==> src/hdl/hsir_pkg.sv <==
`default_nettype none
// ----------------------------------------------------------------------------
// hsir_pkg
// Shared types, constants and CRC helper for the humidity sensor responder.
// ----------------------------------------------------------------------------
package hsir_pkg;

   // Bus event codes
   typedef enum logic [1:0] {
      OP_WR_START = 2'd0,
      OP_RD_START = 2'd1,
      OP_WR_BYTE  = 2'd2,
      OP_RD_BYTE  = 2'd3
   } op_type;

   localparam int unsigned PKT_BYTES = 6;
   localparam int unsigned POS_W     = $clog2(PKT_BYTES + 1);

   // Sensor ranges in hundredths
   localparam logic signed [15:0] T_MIN_C    = -16'sd4000;
   localparam logic signed [15:0] T_MAX_C    = 16'sd12500;
   localparam logic signed [15:0] T_OFFSET_C = 16'sd4500;
   localparam logic signed [15:0] H_MIN_C    = 16'sd0;
   localparam logic signed [15:0] H_MAX_C    = 16'sd10000;

   // Reciprocal constants: raw_t = (tt * 13107) / 3500, raw_h = (h * 13107) / 2000,
   // each done as one multiply by ceil(13107 * 2^k / d) and a right shift by k.
   localparam int unsigned T_SHIFT = 26;
   localparam int unsigned H_SHIFT = 25;
   localparam logic [27:0] T_RECIP = 28'd251313109;
   localparam logic [27:0] H_RECIP = 28'd219898971;

   localparam logic [7:0] CRC_POLY = 8'h31;
   localparam logic [7:0] CRC_INIT = 8'hFF;
   localparam logic [7:0] FILLER   = 8'hFF;

   typedef logic [7:0] byte_type;
   typedef byte_type [PKT_BYTES-1:0] pkt_type;

   typedef struct packed {
      logic [7:0] read_data;
      logic       from_packet;
   } rsp_type;

   // One byte through the CRC-8, MSB first
   function automatic logic [7:0] crc8_byte(input logic [7:0] crc_in,
                                            input logic [7:0] data);
      logic [7:0] crc;
      crc = crc_in ^ data;
      for (int k = 0; k < 8; k++) begin
         if (crc[7]) begin
            crc = {crc[6:0], 1'b0} ^ CRC_POLY;
         end else begin
            crc = {crc[6:0], 1'b0};
         end
      end
      return crc;
   endfunction

endpackage
`default_nettype wire

==> src/hdl/hsir_if.sv <==
`default_nettype none
// ----------------------------------------------------------------------------
// hsir_req_if / hsir_rsp_if
// Valid/ready channels for bus events and read-byte results.
// ----------------------------------------------------------------------------
interface hsir_req_if;
   logic        valid;
   logic        ready;
   logic [1:0]  opcode;
   logic [7:0]  write_byte;
   logic signed [15:0] temperature_centi;
   logic signed [15:0] humidity_centi;

   modport source (output valid, output opcode, output write_byte,
                   output temperature_centi, output humidity_centi, input ready);
   modport sink   (input valid, input opcode, input write_byte,
                   input temperature_centi, input humidity_centi, output ready);
   modport monitor (input valid, input ready, input opcode, input write_byte,
                    input temperature_centi, input humidity_centi);
endinterface

interface hsir_rsp_if;
   logic       valid;
   logic       ready;
   logic [7:0] read_data;
   logic       from_packet;

   modport source  (output valid, output read_data, output from_packet, input ready);
   modport sink    (input valid, input read_data, input from_packet, output ready);
   modport monitor (input valid, input ready, input read_data, input from_packet);
endinterface
`default_nettype wire

==> src/hdl/hsir_pkt_build.sv <==
`default_nettype none
// ----------------------------------------------------------------------------
// hsir_pkt_build
// Clamp, scale and CRC the sensor values into the six-byte packet.
// ----------------------------------------------------------------------------
module hsir_pkt_build (
   input  wire logic signed [15:0] temperature_centi,
   input  wire logic signed [15:0] humidity_centi,
   output hsir_pkg::pkt_type       pkt
);
   import hsir_pkg::*;

   logic signed [15:0] t_cl;
   logic signed [15:0] h_cl;
   logic signed [15:0] t_off;
   logic [14:0]        t_idx;
   logic [13:0]        h_idx;
   logic [42:0]        t_prod;
   logic [41:0]        h_prod;
   logic [15:0]        raw_t;
   logic [15:0]        raw_h;

   always_comb begin
      t_cl = temperature_centi;
      if (temperature_centi < T_MIN_C) begin
         t_cl = T_MIN_C;
      end else if (temperature_centi > T_MAX_C) begin
         t_cl = T_MAX_C;
      end
      h_cl = humidity_centi;
      if (humidity_centi < H_MIN_C) begin
         h_cl = H_MIN_C;
      end else if (humidity_centi > H_MAX_C) begin
         h_cl = H_MAX_C;
      end
   end

   // Offset range is 500..17000, clamped humidity 0..10000
   assign t_off = t_cl + T_OFFSET_C;
   assign t_idx = t_off[14:0];
   assign h_idx = h_cl[13:0];

   assign t_prod = 43'(t_idx) * 43'(T_RECIP);
   assign h_prod = 42'(h_idx) * 42'(H_RECIP);
   assign raw_t  = t_prod[T_SHIFT +: 16];
   assign raw_h  = h_prod[H_SHIFT +: 16];

   always_comb begin
      pkt[0] = raw_t[15:8];
      pkt[1] = raw_t[7:0];
      pkt[2] = crc8_byte(crc8_byte(CRC_INIT, raw_t[15:8]), raw_t[7:0]);
      pkt[3] = raw_h[15:8];
      pkt[4] = raw_h[7:0];
      pkt[5] = crc8_byte(crc8_byte(CRC_INIT, raw_h[15:8]), raw_h[7:0]);
   end

endmodule
`default_nettype wire

==> src/hdl/hsir_rsp_reg.sv <==
`default_nettype none
// ----------------------------------------------------------------------------
// hsir_rsp_reg
// Result register: holds one read-byte result until the sink takes it.
// ----------------------------------------------------------------------------
module hsir_rsp_reg (
   input  wire logic              clock,
   input  wire logic              reset,
   input  wire logic              load,
   input  wire hsir_pkg::rsp_type rsp_in,
   output logic                   free,
   hsir_rsp_if.source             rsp_ch
);
   import hsir_pkg::*;

   logic    valid_ff;
   logic    valid_in;
   rsp_type data_ff;

   // Free when empty or emptied by a transfer this cycle
   assign free     = !valid_ff || rsp_ch.ready;
   assign valid_in = load || (valid_ff && !rsp_ch.ready);

   always_ff @(posedge clock) begin
      if (reset) begin
         valid_ff <= 1'b0;
      end else begin
         valid_ff <= valid_in;
      end
   end

   always_ff @(posedge clock) begin
      if (load) begin
         data_ff <= rsp_in;
      end
   end

   assign rsp_ch.valid       = valid_ff;
   assign rsp_ch.read_data   = data_ff.read_data;
   assign rsp_ch.from_packet = data_ff.from_packet;

endmodule
`default_nettype wire

==> src/hdl/humidity_sensor_i2c_responder_core.sv <==
`default_nettype none
// ----------------------------------------------------------------------------
// humidity_sensor_i2c_responder_core
// Transaction-level responder for a temperature/humidity sensor on a two-wire bus.
// ----------------------------------------------------------------------------
// One bus event is taken per transfer on req_ch, and a new event can be taken in
// every clock. Each event passes through an input register and is resolved from
// it against the responder state; only a read-byte event produces a result, which
// goes from the input register into the result register and is offered on rsp_ch
// from there. The sustained rate is one event per clock; it drops only while a
// read-byte event waits behind a full, stalled result register. Write-start
// clears the written-byte count; the second and any later written byte of a
// write, or a read start before any packet exists, builds the six-byte packet
// (temperature pair, CRC-8, humidity pair, CRC-8) from the sensor values carried
// by that event. Read bytes walk the packet and then return the filler 0xFF with
// from_packet low. No clearing pass is needed after reset.
// ----------------------------------------------------------------------------
module humidity_sensor_i2c_responder_core (
   input  wire logic  clock,
   input  wire logic  reset,
   hsir_req_if.sink   req_ch,
   hsir_rsp_if.source rsp_ch
);
   import hsir_pkg::*;

   // Input register
   logic               s1_valid_ff;
   logic               s1_valid_in;
   op_type             s1_op_ff;
   logic signed [15:0] s1_temp_ff;
   logic signed [15:0] s1_hum_ff;

   // Responder state
   pkt_type            pkt_store_ff;
   logic               pkt_valid_ff;
   logic               pkt_valid_in;
   logic [POS_W-1:0]   rd_pos_ff;
   logic [POS_W-1:0]   rd_pos_in;
   logic [1:0]         wr_cnt_ff;
   logic [1:0]         wr_cnt_in;

   logic               accept;
   logic               s1_is_read;
   logic               s1_adv;
   logic               rsp_free;
   logic               build;
   pkt_type            pkt_new;
   rsp_type            rsp_new;

   hsir_pkt_build u_pkt_build (
      .temperature_centi (s1_temp_ff),
      .humidity_centi    (s1_hum_ff),
      .pkt               (pkt_new)
   );

   hsir_rsp_reg u_rsp_reg (
      .clock  (clock),
      .reset  (reset),
      .load   (s1_adv && s1_is_read),
      .rsp_in (rsp_new),
      .free   (rsp_free),
      .rsp_ch (rsp_ch)
   );

   // Only a read byte needs room in the result register
   assign s1_is_read   = (s1_op_ff == OP_RD_BYTE);
   assign s1_adv       = s1_valid_ff && (!s1_is_read || rsp_free);
   assign req_ch.ready = !s1_valid_ff || s1_adv;
   assign accept       = req_ch.valid && req_ch.ready;
   assign s1_valid_in  = accept || (s1_valid_ff && !s1_adv);

   // Resolve the event in the input register against the state
   always_comb begin
      wr_cnt_in    = wr_cnt_ff;
      rd_pos_in    = rd_pos_ff;
      pkt_valid_in = pkt_valid_ff;
      build        = 1'b0;
      rsp_new.read_data   = FILLER;
      rsp_new.from_packet = 1'b0;

      case (s1_op_ff)
         OP_WR_START: begin
            wr_cnt_in = 2'd0;
         end
         OP_RD_START: begin
            build = !pkt_valid_ff;
         end
         OP_WR_BYTE: begin
            // Saturate at two; every byte from the second on rebuilds
            if (wr_cnt_ff != 2'd2) begin
               wr_cnt_in = wr_cnt_ff + 2'd1;
            end
            build = (wr_cnt_in == 2'd2);
         end
         OP_RD_BYTE: begin
            if (pkt_valid_ff && (rd_pos_ff < POS_W'(PKT_BYTES))) begin
               rsp_new.read_data   = pkt_store_ff[rd_pos_ff];
               rsp_new.from_packet = 1'b1;
               rd_pos_in           = rd_pos_ff + POS_W'(1);
            end
         end
         default: begin
            wr_cnt_in = wr_cnt_ff;
         end
      endcase

      if (build) begin
         pkt_valid_in = 1'b1;
         rd_pos_in    = '0;
      end
   end

   always_ff @(posedge clock) begin
      if (reset) begin
         s1_valid_ff  <= 1'b0;
         pkt_valid_ff <= 1'b0;
         rd_pos_ff    <= '0;
         wr_cnt_ff    <= 2'd0;
      end else begin
         s1_valid_ff <= s1_valid_in;
         if (s1_adv) begin
            pkt_valid_ff <= pkt_valid_in;
            rd_pos_ff    <= rd_pos_in;
            wr_cnt_ff    <= wr_cnt_in;
         end
      end
   end

   // Payload: load the input register on a transfer
   always_ff @(posedge clock) begin
      if (accept) begin
         s1_op_ff   <= op_type'(req_ch.opcode);
         s1_temp_ff <= req_ch.temperature_centi;
         s1_hum_ff  <= req_ch.humidity_centi;
      end
   end

   // Packet store: written whole on each build, no reset
   always_ff @(posedge clock) begin
      if (s1_adv && build) begin
         pkt_store_ff <= pkt_new;
      end
   end

endmodule
`default_nettype wire

==> src/flat_wrapper.sv <==
// flat-port wrapper written by rule: the top's interface ports become plain ports
module humidity_sensor_i2c_responder_core_flat import hsir_pkg::*;
  (clock, reset, req_ch_valid, req_ch_opcode, req_ch_write_byte, req_ch_temperature_centi, req_ch_humidity_centi, req_ch_ready, rsp_ch_valid, rsp_ch_read_data, rsp_ch_from_packet, rsp_ch_ready);
  hsir_req_if req_ch_i ();
  hsir_rsp_if rsp_ch_i ();
  input  wire logic clock;
  input  wire logic reset;
  input wire logic [$bits(req_ch_i.valid)-1:0] req_ch_valid;
  input wire logic [$bits(req_ch_i.opcode)-1:0] req_ch_opcode;
  input wire logic [$bits(req_ch_i.write_byte)-1:0] req_ch_write_byte;
  input wire logic [$bits(req_ch_i.temperature_centi)-1:0] req_ch_temperature_centi;
  input wire logic [$bits(req_ch_i.humidity_centi)-1:0] req_ch_humidity_centi;
  output wire logic [$bits(req_ch_i.ready)-1:0] req_ch_ready;
  output wire logic [$bits(rsp_ch_i.valid)-1:0] rsp_ch_valid;
  output wire logic [$bits(rsp_ch_i.read_data)-1:0] rsp_ch_read_data;
  output wire logic [$bits(rsp_ch_i.from_packet)-1:0] rsp_ch_from_packet;
  input wire logic [$bits(rsp_ch_i.ready)-1:0] rsp_ch_ready;
  assign req_ch_i.valid = req_ch_valid;
  assign req_ch_i.opcode = req_ch_opcode;
  assign req_ch_i.write_byte = req_ch_write_byte;
  assign req_ch_i.temperature_centi = req_ch_temperature_centi;
  assign req_ch_i.humidity_centi = req_ch_humidity_centi;
  assign req_ch_ready = req_ch_i.ready;
  assign rsp_ch_valid = rsp_ch_i.valid;
  assign rsp_ch_read_data = rsp_ch_i.read_data;
  assign rsp_ch_from_packet = rsp_ch_i.from_packet;
  assign rsp_ch_i.ready = rsp_ch_ready;
  humidity_sensor_i2c_responder_core u_core (.clock(clock), .reset(reset), .req_ch(req_ch_i), .rsp_ch(rsp_ch_i));
endmodule
==> config.mk <==
export PLATFORM = sky130hd
export DESIGN_NAME = humidity_sensor_i2c_responder_core_flat
export DESIGN_NICKNAME = d
export VERILOG_FILES = /design/src/hdl/hsir_pkg.sv /design/src/hdl/hsir_if.sv /design/src/hdl/hsir_pkt_build.sv /design/src/hdl/hsir_rsp_reg.sv /design/src/hdl/humidity_sensor_i2c_responder_core.sv /design/src/flat_wrapper.sv
export SDC_FILE = /design/constraint.sdc
export NUM_CORES = 1
export LEC_CHECK = 0
export BUFFER_PORTS_ARGS = -buffer_cell sky130_fd_sc_hd__buf_2
export CORE_ASPECT_RATIO = 1.4
export CORE_UTILIZATION = 40
export CTS_BUF_LIST = sky130_fd_sc_hd__clkbuf_8
export DETAILED_ROUTE_END_ITERATION = 10
export GPL_TIMING_DRIVEN = 0
export PLACE_DENSITY_LB_ADDON = 0.08
export SLEW_MARGIN = 20
export SYNTH_ARGS = -nofsm -noshare
export SYNTH_HDL_FRONTEND = slang
export SYNTH_SLANG_ARGS = --single-unit
==> constraint.sdc <==
create_clock -name clock -period 10.1 [get_ports clock]
set_input_delay 1.515 -clock clock [delete_from_list [all_inputs] [get_ports clock]]
set_output_delay 1.515 -clock clock [all_outputs]
set_load 0.1 [all_outputs]
# Word-level counts from Yosys, hierarchy flattened
# Index checks and enable logic that the tools add are counted.
[classes] add_sub_neg=3 n_mul=2 magnitude_cmp=6 n_eq_ne=5 muxes=46 n_bitwise=36 reduce_logical=26
[op_table] cell="$mux 6" n=32
[op_table] cell="$not 3->3" n=32
[op_table] cell="$mul 15x28->42 const B" n=1
[op_table] cell="$mul 14x28->41 const B" n=1
[op_table] cell="$gt 16x15->1 const B" n=2
[op_table] cell="$mux 15" n=2
[op_table] cell="$mux 14" n=2
[op_table] cell="$bmux 8 s3" n=1
[op_table] cell="$lt 16x1->1 const B" n=1
[op_table] cell="$lt 16x13->1 const B" n=1
[op_table] cell="$not 8->8" n=2
[op_table] cell="$xor 8x8->8" n=2
[op_table] cell="$add 15x14->15 const B" n=1
[op_table] cell="$mux 3" n=3
[op_table] cell="$mux 8" n=1
[op_table] cell="$logic_and 1x1->1" n=7
[op_table] cell="$eq 2x2->1 const B" n=3
[op_table] cell="$logic_not 1->1" n=6
[op_table] cell="$reduce_and 2->1" n=3
[op_table] cell="$reduce_bool 2->1" n=3
[op_table] cell="$logic_or 1x1->1" n=5
[op_table] cell="$lt 3x4->1 const B" n=1
[op_table] cell="$mux 2" n=2
[op_table] cell="$pmux 2 s2" n=1
[op_table] cell="9 further kinds" n=9
[totals] register_bits=99 wordCells=142

# Depth between registers and ports, before layout
[logic_depth] ltp_word=39 depth_mapped=41 ltp_nobuf=39

# Cells and area by module
# A second synthesis with hierarchy kept.
[unflattened] cells_unflattened=1746 area_unflattened_um2=18326.3
[modules_own_cells] mod="hsir_pkt_build" n_inst=1 cells_each=1558 area_each_um2=14695.3 seq_area_each_um2=0.0
[modules_own_cells] mod="humidity_sensor_i2c_responder_core" n_inst=1 cells_each=175 area_each_um2=3314.4 seq_area_each_um2=2602.5
[modules_own_cells] mod="hsir_rsp_reg" n_inst=1 cells_each=13 area_each_um2=316.6 seq_area_each_um2=290.3

# Least setup slack after synthesis
# OpenSTA, ideal clock, no wires.
[synth_path] path_type="register to register" start="register u_core.s1_temp_ff[10]" end="register u_core.pkt_store_ff[17] in the netlist's numbering (data pin)" t_arrival_ns=9.504 t_required_ns=9.840 setup_slack_ns=0.336 stages_incl_launch_ff=36 n_path_buf=1 path_cell_list="edfxtp_1 -> nor4_1 -> a21oi_1 -> nand2b_1 -> clkbuf_1 -> a21oi_1 -> inv_1 -> ha_1 -> nor2_1 -> a21oi_1 -> o22a_1 -> nor3_1 -> nor2b_1 -> xnor2_1 -> nor2_1 -> inv_1 -> fa_1 -> inv_1 -> fa_1 -> inv_1 -> fa_1 -> fa_1 -> fa_1 -> fa_1 -> inv_1 -> ha_1 -> a21oi_1 -> o21a_1 -> a2bb2oi_1 -> a311oi_1 -> or2_1 -> o311a_2 -> xnor3_1 -> xnor3_1 -> xor3_1 -> xnor2_1"
[synth_lines] element="start, declared" line="humidity_sensor_i2c_responder_core.sv:30" source="logic signed [15:0] s1_temp_ff;"
[synth_lines] element="start signal, assigned" line="humidity_sensor_i2c_responder_core.sv:133" source="s1_temp_ff <= req_ch.temperature_centi;"
[synth_lines] element="end signal, assigned" line="humidity_sensor_i2c_responder_core.sv:141" source="pkt_store_ff <= pkt_new;"
[synth_lines] element="end, declared" line="humidity_sensor_i2c_responder_core.sv:34" source="pkt_type pkt_store_ff;"

==> out/metrics.csv <==
metric,value,unit
syn2layout_area_growth,9.82,%
reg2reg_depth,37,
path_buf_inv,7,
cts_num_sinks,99,
num-nets-final,2444,
setup_viol,0,
required,10.32,ns
synth_top_family_by_area,adder cells,
place_congestion,0.944,
wire_per_inst,20.1,µm
hpwl,43.6,mm
startpoint_type,flop,
synth_area_leaders,"fa_1, ha_1, edfxtp_1, inv_1, xnor2_1",
async_flop_share,0,%
die_width,183,µm
period_minus_slack,9.75,ns
post-place-ws,-1.86,ns
grt_remaining_overflow,0,
worst-setup-path-type,reg -> reg,
firstDrtPassIters,5,
layout_common_cells,"inv_1, fa_1, ha_1",
slew_headroom,37.4,%
synth_cell_type_count,80,
drc_errors,0,
fillers,4402,
ys_seq_area_share,15.8,%
finalCritPeriodShare,96.5,%
path_clk_slew,0.13,ns
synth_edf_count,91,
synthMuxAreaShare,1.65,%
die_h,255,µm
via_per_inst,5.07,
cts_buffers,9,
post-route-util,44.6,%
worstPathArrival,9.97,ns
ys.flop_type,edfxtp_1,
port_buffers,47,
whs,0.514,ns
netlist.area_leader.share,31.4,%
num_vias,12500,
routed_wirelength,49.5,mm
synthXorXnorAreaFrac,6.43,%
slowest_delay,0.60,ns
fp.dieArea,46500,µm²
synth_compound_area_share,9.78,%
ant_nets,0,
grt.total_usage,23.0,%
cts_root_buf,clkbuf_8,
antenna_found_initial,1,
syn-cell-area,18300,µm²
ctsHoldBuffers,0,
drt-initial-drc-count,532,
yosys.area.top_type,fa_1,
worst_pin_slew,0.939,ns
pin_count,57,
synthAdderAreaFrac,49.6,%
r2r-start,u_core.s1_temp_ff[10],
min_path_cells,2,
drive_above_1_share,9.73,%
hold_start,u_core.wr_cnt_ff[0],
r2r_end,u_core.pkt_store_ff[17],
crit_family,adder cells,
avgSynthCellArea,10.3,µm²
max_cap_viol_count,0,
fin_skew,0.0208,ns
multiInputGateArea,14000,µm²
path_max_fanout,10,
clock_latency,0.48,ns
worstHoldEndpoint,u_core.wr_cnt_ff[0],
synth_nets,2368,
endpoint_kind,flop,
crit_slowest_cell,fa_1,
ys.warnings.count,0,
coreArea,45000,µm²
worst_slack,0.349,ns
rrSetupSlack,0.35,ns
htreeDepth,3,
synthSimpleGateAreaFrac,7.19,%
finalHoldViolations,0,
cts_tree,yes,
grt_max_degree,32,
critPathMostFrequentCell,fa_1,
synth_cells,1769,
grt_pass1_wl,79.2,mm
timing.fmax,103,MHz
initial_core_util,40.6,%
grt_pass1_vias,13900,
maxSlewViolCount,0,
fin_setup_tns,0,ns
regArea,2890,µm²
mostFrequentLayoutCell,inv_1,
clockBufferDepth,2,
hold_path.class,reg -> reg,
floorplan.rows,92,
ys_seq_elements,99,
status,completed,
-- layer usage --
metal  global-route usage (%)  share of wire (%)  up-vias
li1                         -                  -     5965
met1                     24.5                 37     6271
met2                     46.6                 58      174
met3                     1.52                1.5       70
met4                     8.93                3.7        0
met5                        0                  0        -
-- layout make-up --
cell class	count	area share, %
Sequential cell	99	14.4
Tap cell	611	3.81
Timing Repair Buffer	69	2.16
Inverter	436	8.16
Clock inverter	7	0.418
Multi-Input combinational cell	1210	70.0
Buffer	20	0.424
Antenna cell	1	0.0125
Clock buffer	9	0.618
-- state kept, by name, indices dropped and copies added, names as in the netlist --
name	cells
u_core.pkt_store_ff	48
u_core.s1_hum_ff	16
u_core.s1_temp_ff	16
u_core.u_rsp_reg.rsp_ch.read_data	8
u_core.rd_pos_ff	3
u_core.s1_op_ff	2
u_core.wr_cnt_ff	2
u_core.pkt_valid_ff	1
u_core.s1_valid_ff	1
u_core.u_rsp_reg.rsp_ch.from_packet	1
u_core.u_rsp_reg.rsp_ch.valid	1
-- how the worst max path moves through the flow --
stage                           from                      end  slack [ns]  cells after the start
4_1_cts        u_core.s1_temp_ff[10]  u_core.pkt_store_ff[17]       0.009                     39
3_3_place_gp   u_core.s1_temp_ff[10]  u_core.pkt_store_ff[17]       -1.86                     35
6_report       u_core.s1_temp_ff[10]  u_core.pkt_store_ff[17]        0.35                     37
5_1_grt        u_core.s1_temp_ff[10]  u_core.pkt_store_ff[17]       -0.04                     37
2_1_floorplan  u_core.s1_temp_ff[10]  u_core.pkt_store_ff[17]        0.34                     35
3_5_place_dp   u_core.s1_temp_ff[10]  u_core.pkt_store_ff[17]       -1.86                     35
-- cell usage after synthesis, drive strengths merged, types with 9 or more instances --
master,instances
nand3,19
mux2i,11
a21oi,89
and2,14
nor2b,9
xnor2,58
inv,436
nand4,18
o211ai,11
fa,286
xnor3,14
nor3,17
and3,16
nor2,53
ha,267
nand2,84
a21o,20
clkbuf,22
edfxtp,91
o311ai,9
xor2,25
o21ai,59
-- worst reg2reg max path, delay by kind of cell (launching register included) --
family	cells	cell delay, ns
adders and majority gates	8	3.76
xor gates and xnor gates	5	1.26
DFF	1	0.46
buffers and inverters	7	0.96
and+or+nand+nor	8	1.36
AOI/OAI and AO/OA	9	1.71
-- through the flow --
step / area, µm² / cells
final: 20100 / 2462
after global routing: 20100 / 2462
after CTS: 19800 / 2454
after detailed placement: 19300 / 2429
after global placement: 19300 / 2427
after floorplan: 18300 / 1769
-- cell families after synthesis --
kind of cell | after synthesis
xor+xnor | 101
simple gates | 267
mux | 20
buf+inv | 460
compound gates | 269
fa+ha+maj | 553
flops | 99
-- repair_timing --
action                     4_1_cts  5_1_grt
gates resized for setup         43       41
setup endpoints to repair       21       15
buffers inserted                10       10
pin swaps                        7       11
Power is left out: the tool's default activity adds up to more than one toggle a clock period on the data nets, which glitch-free logic cannot reach.
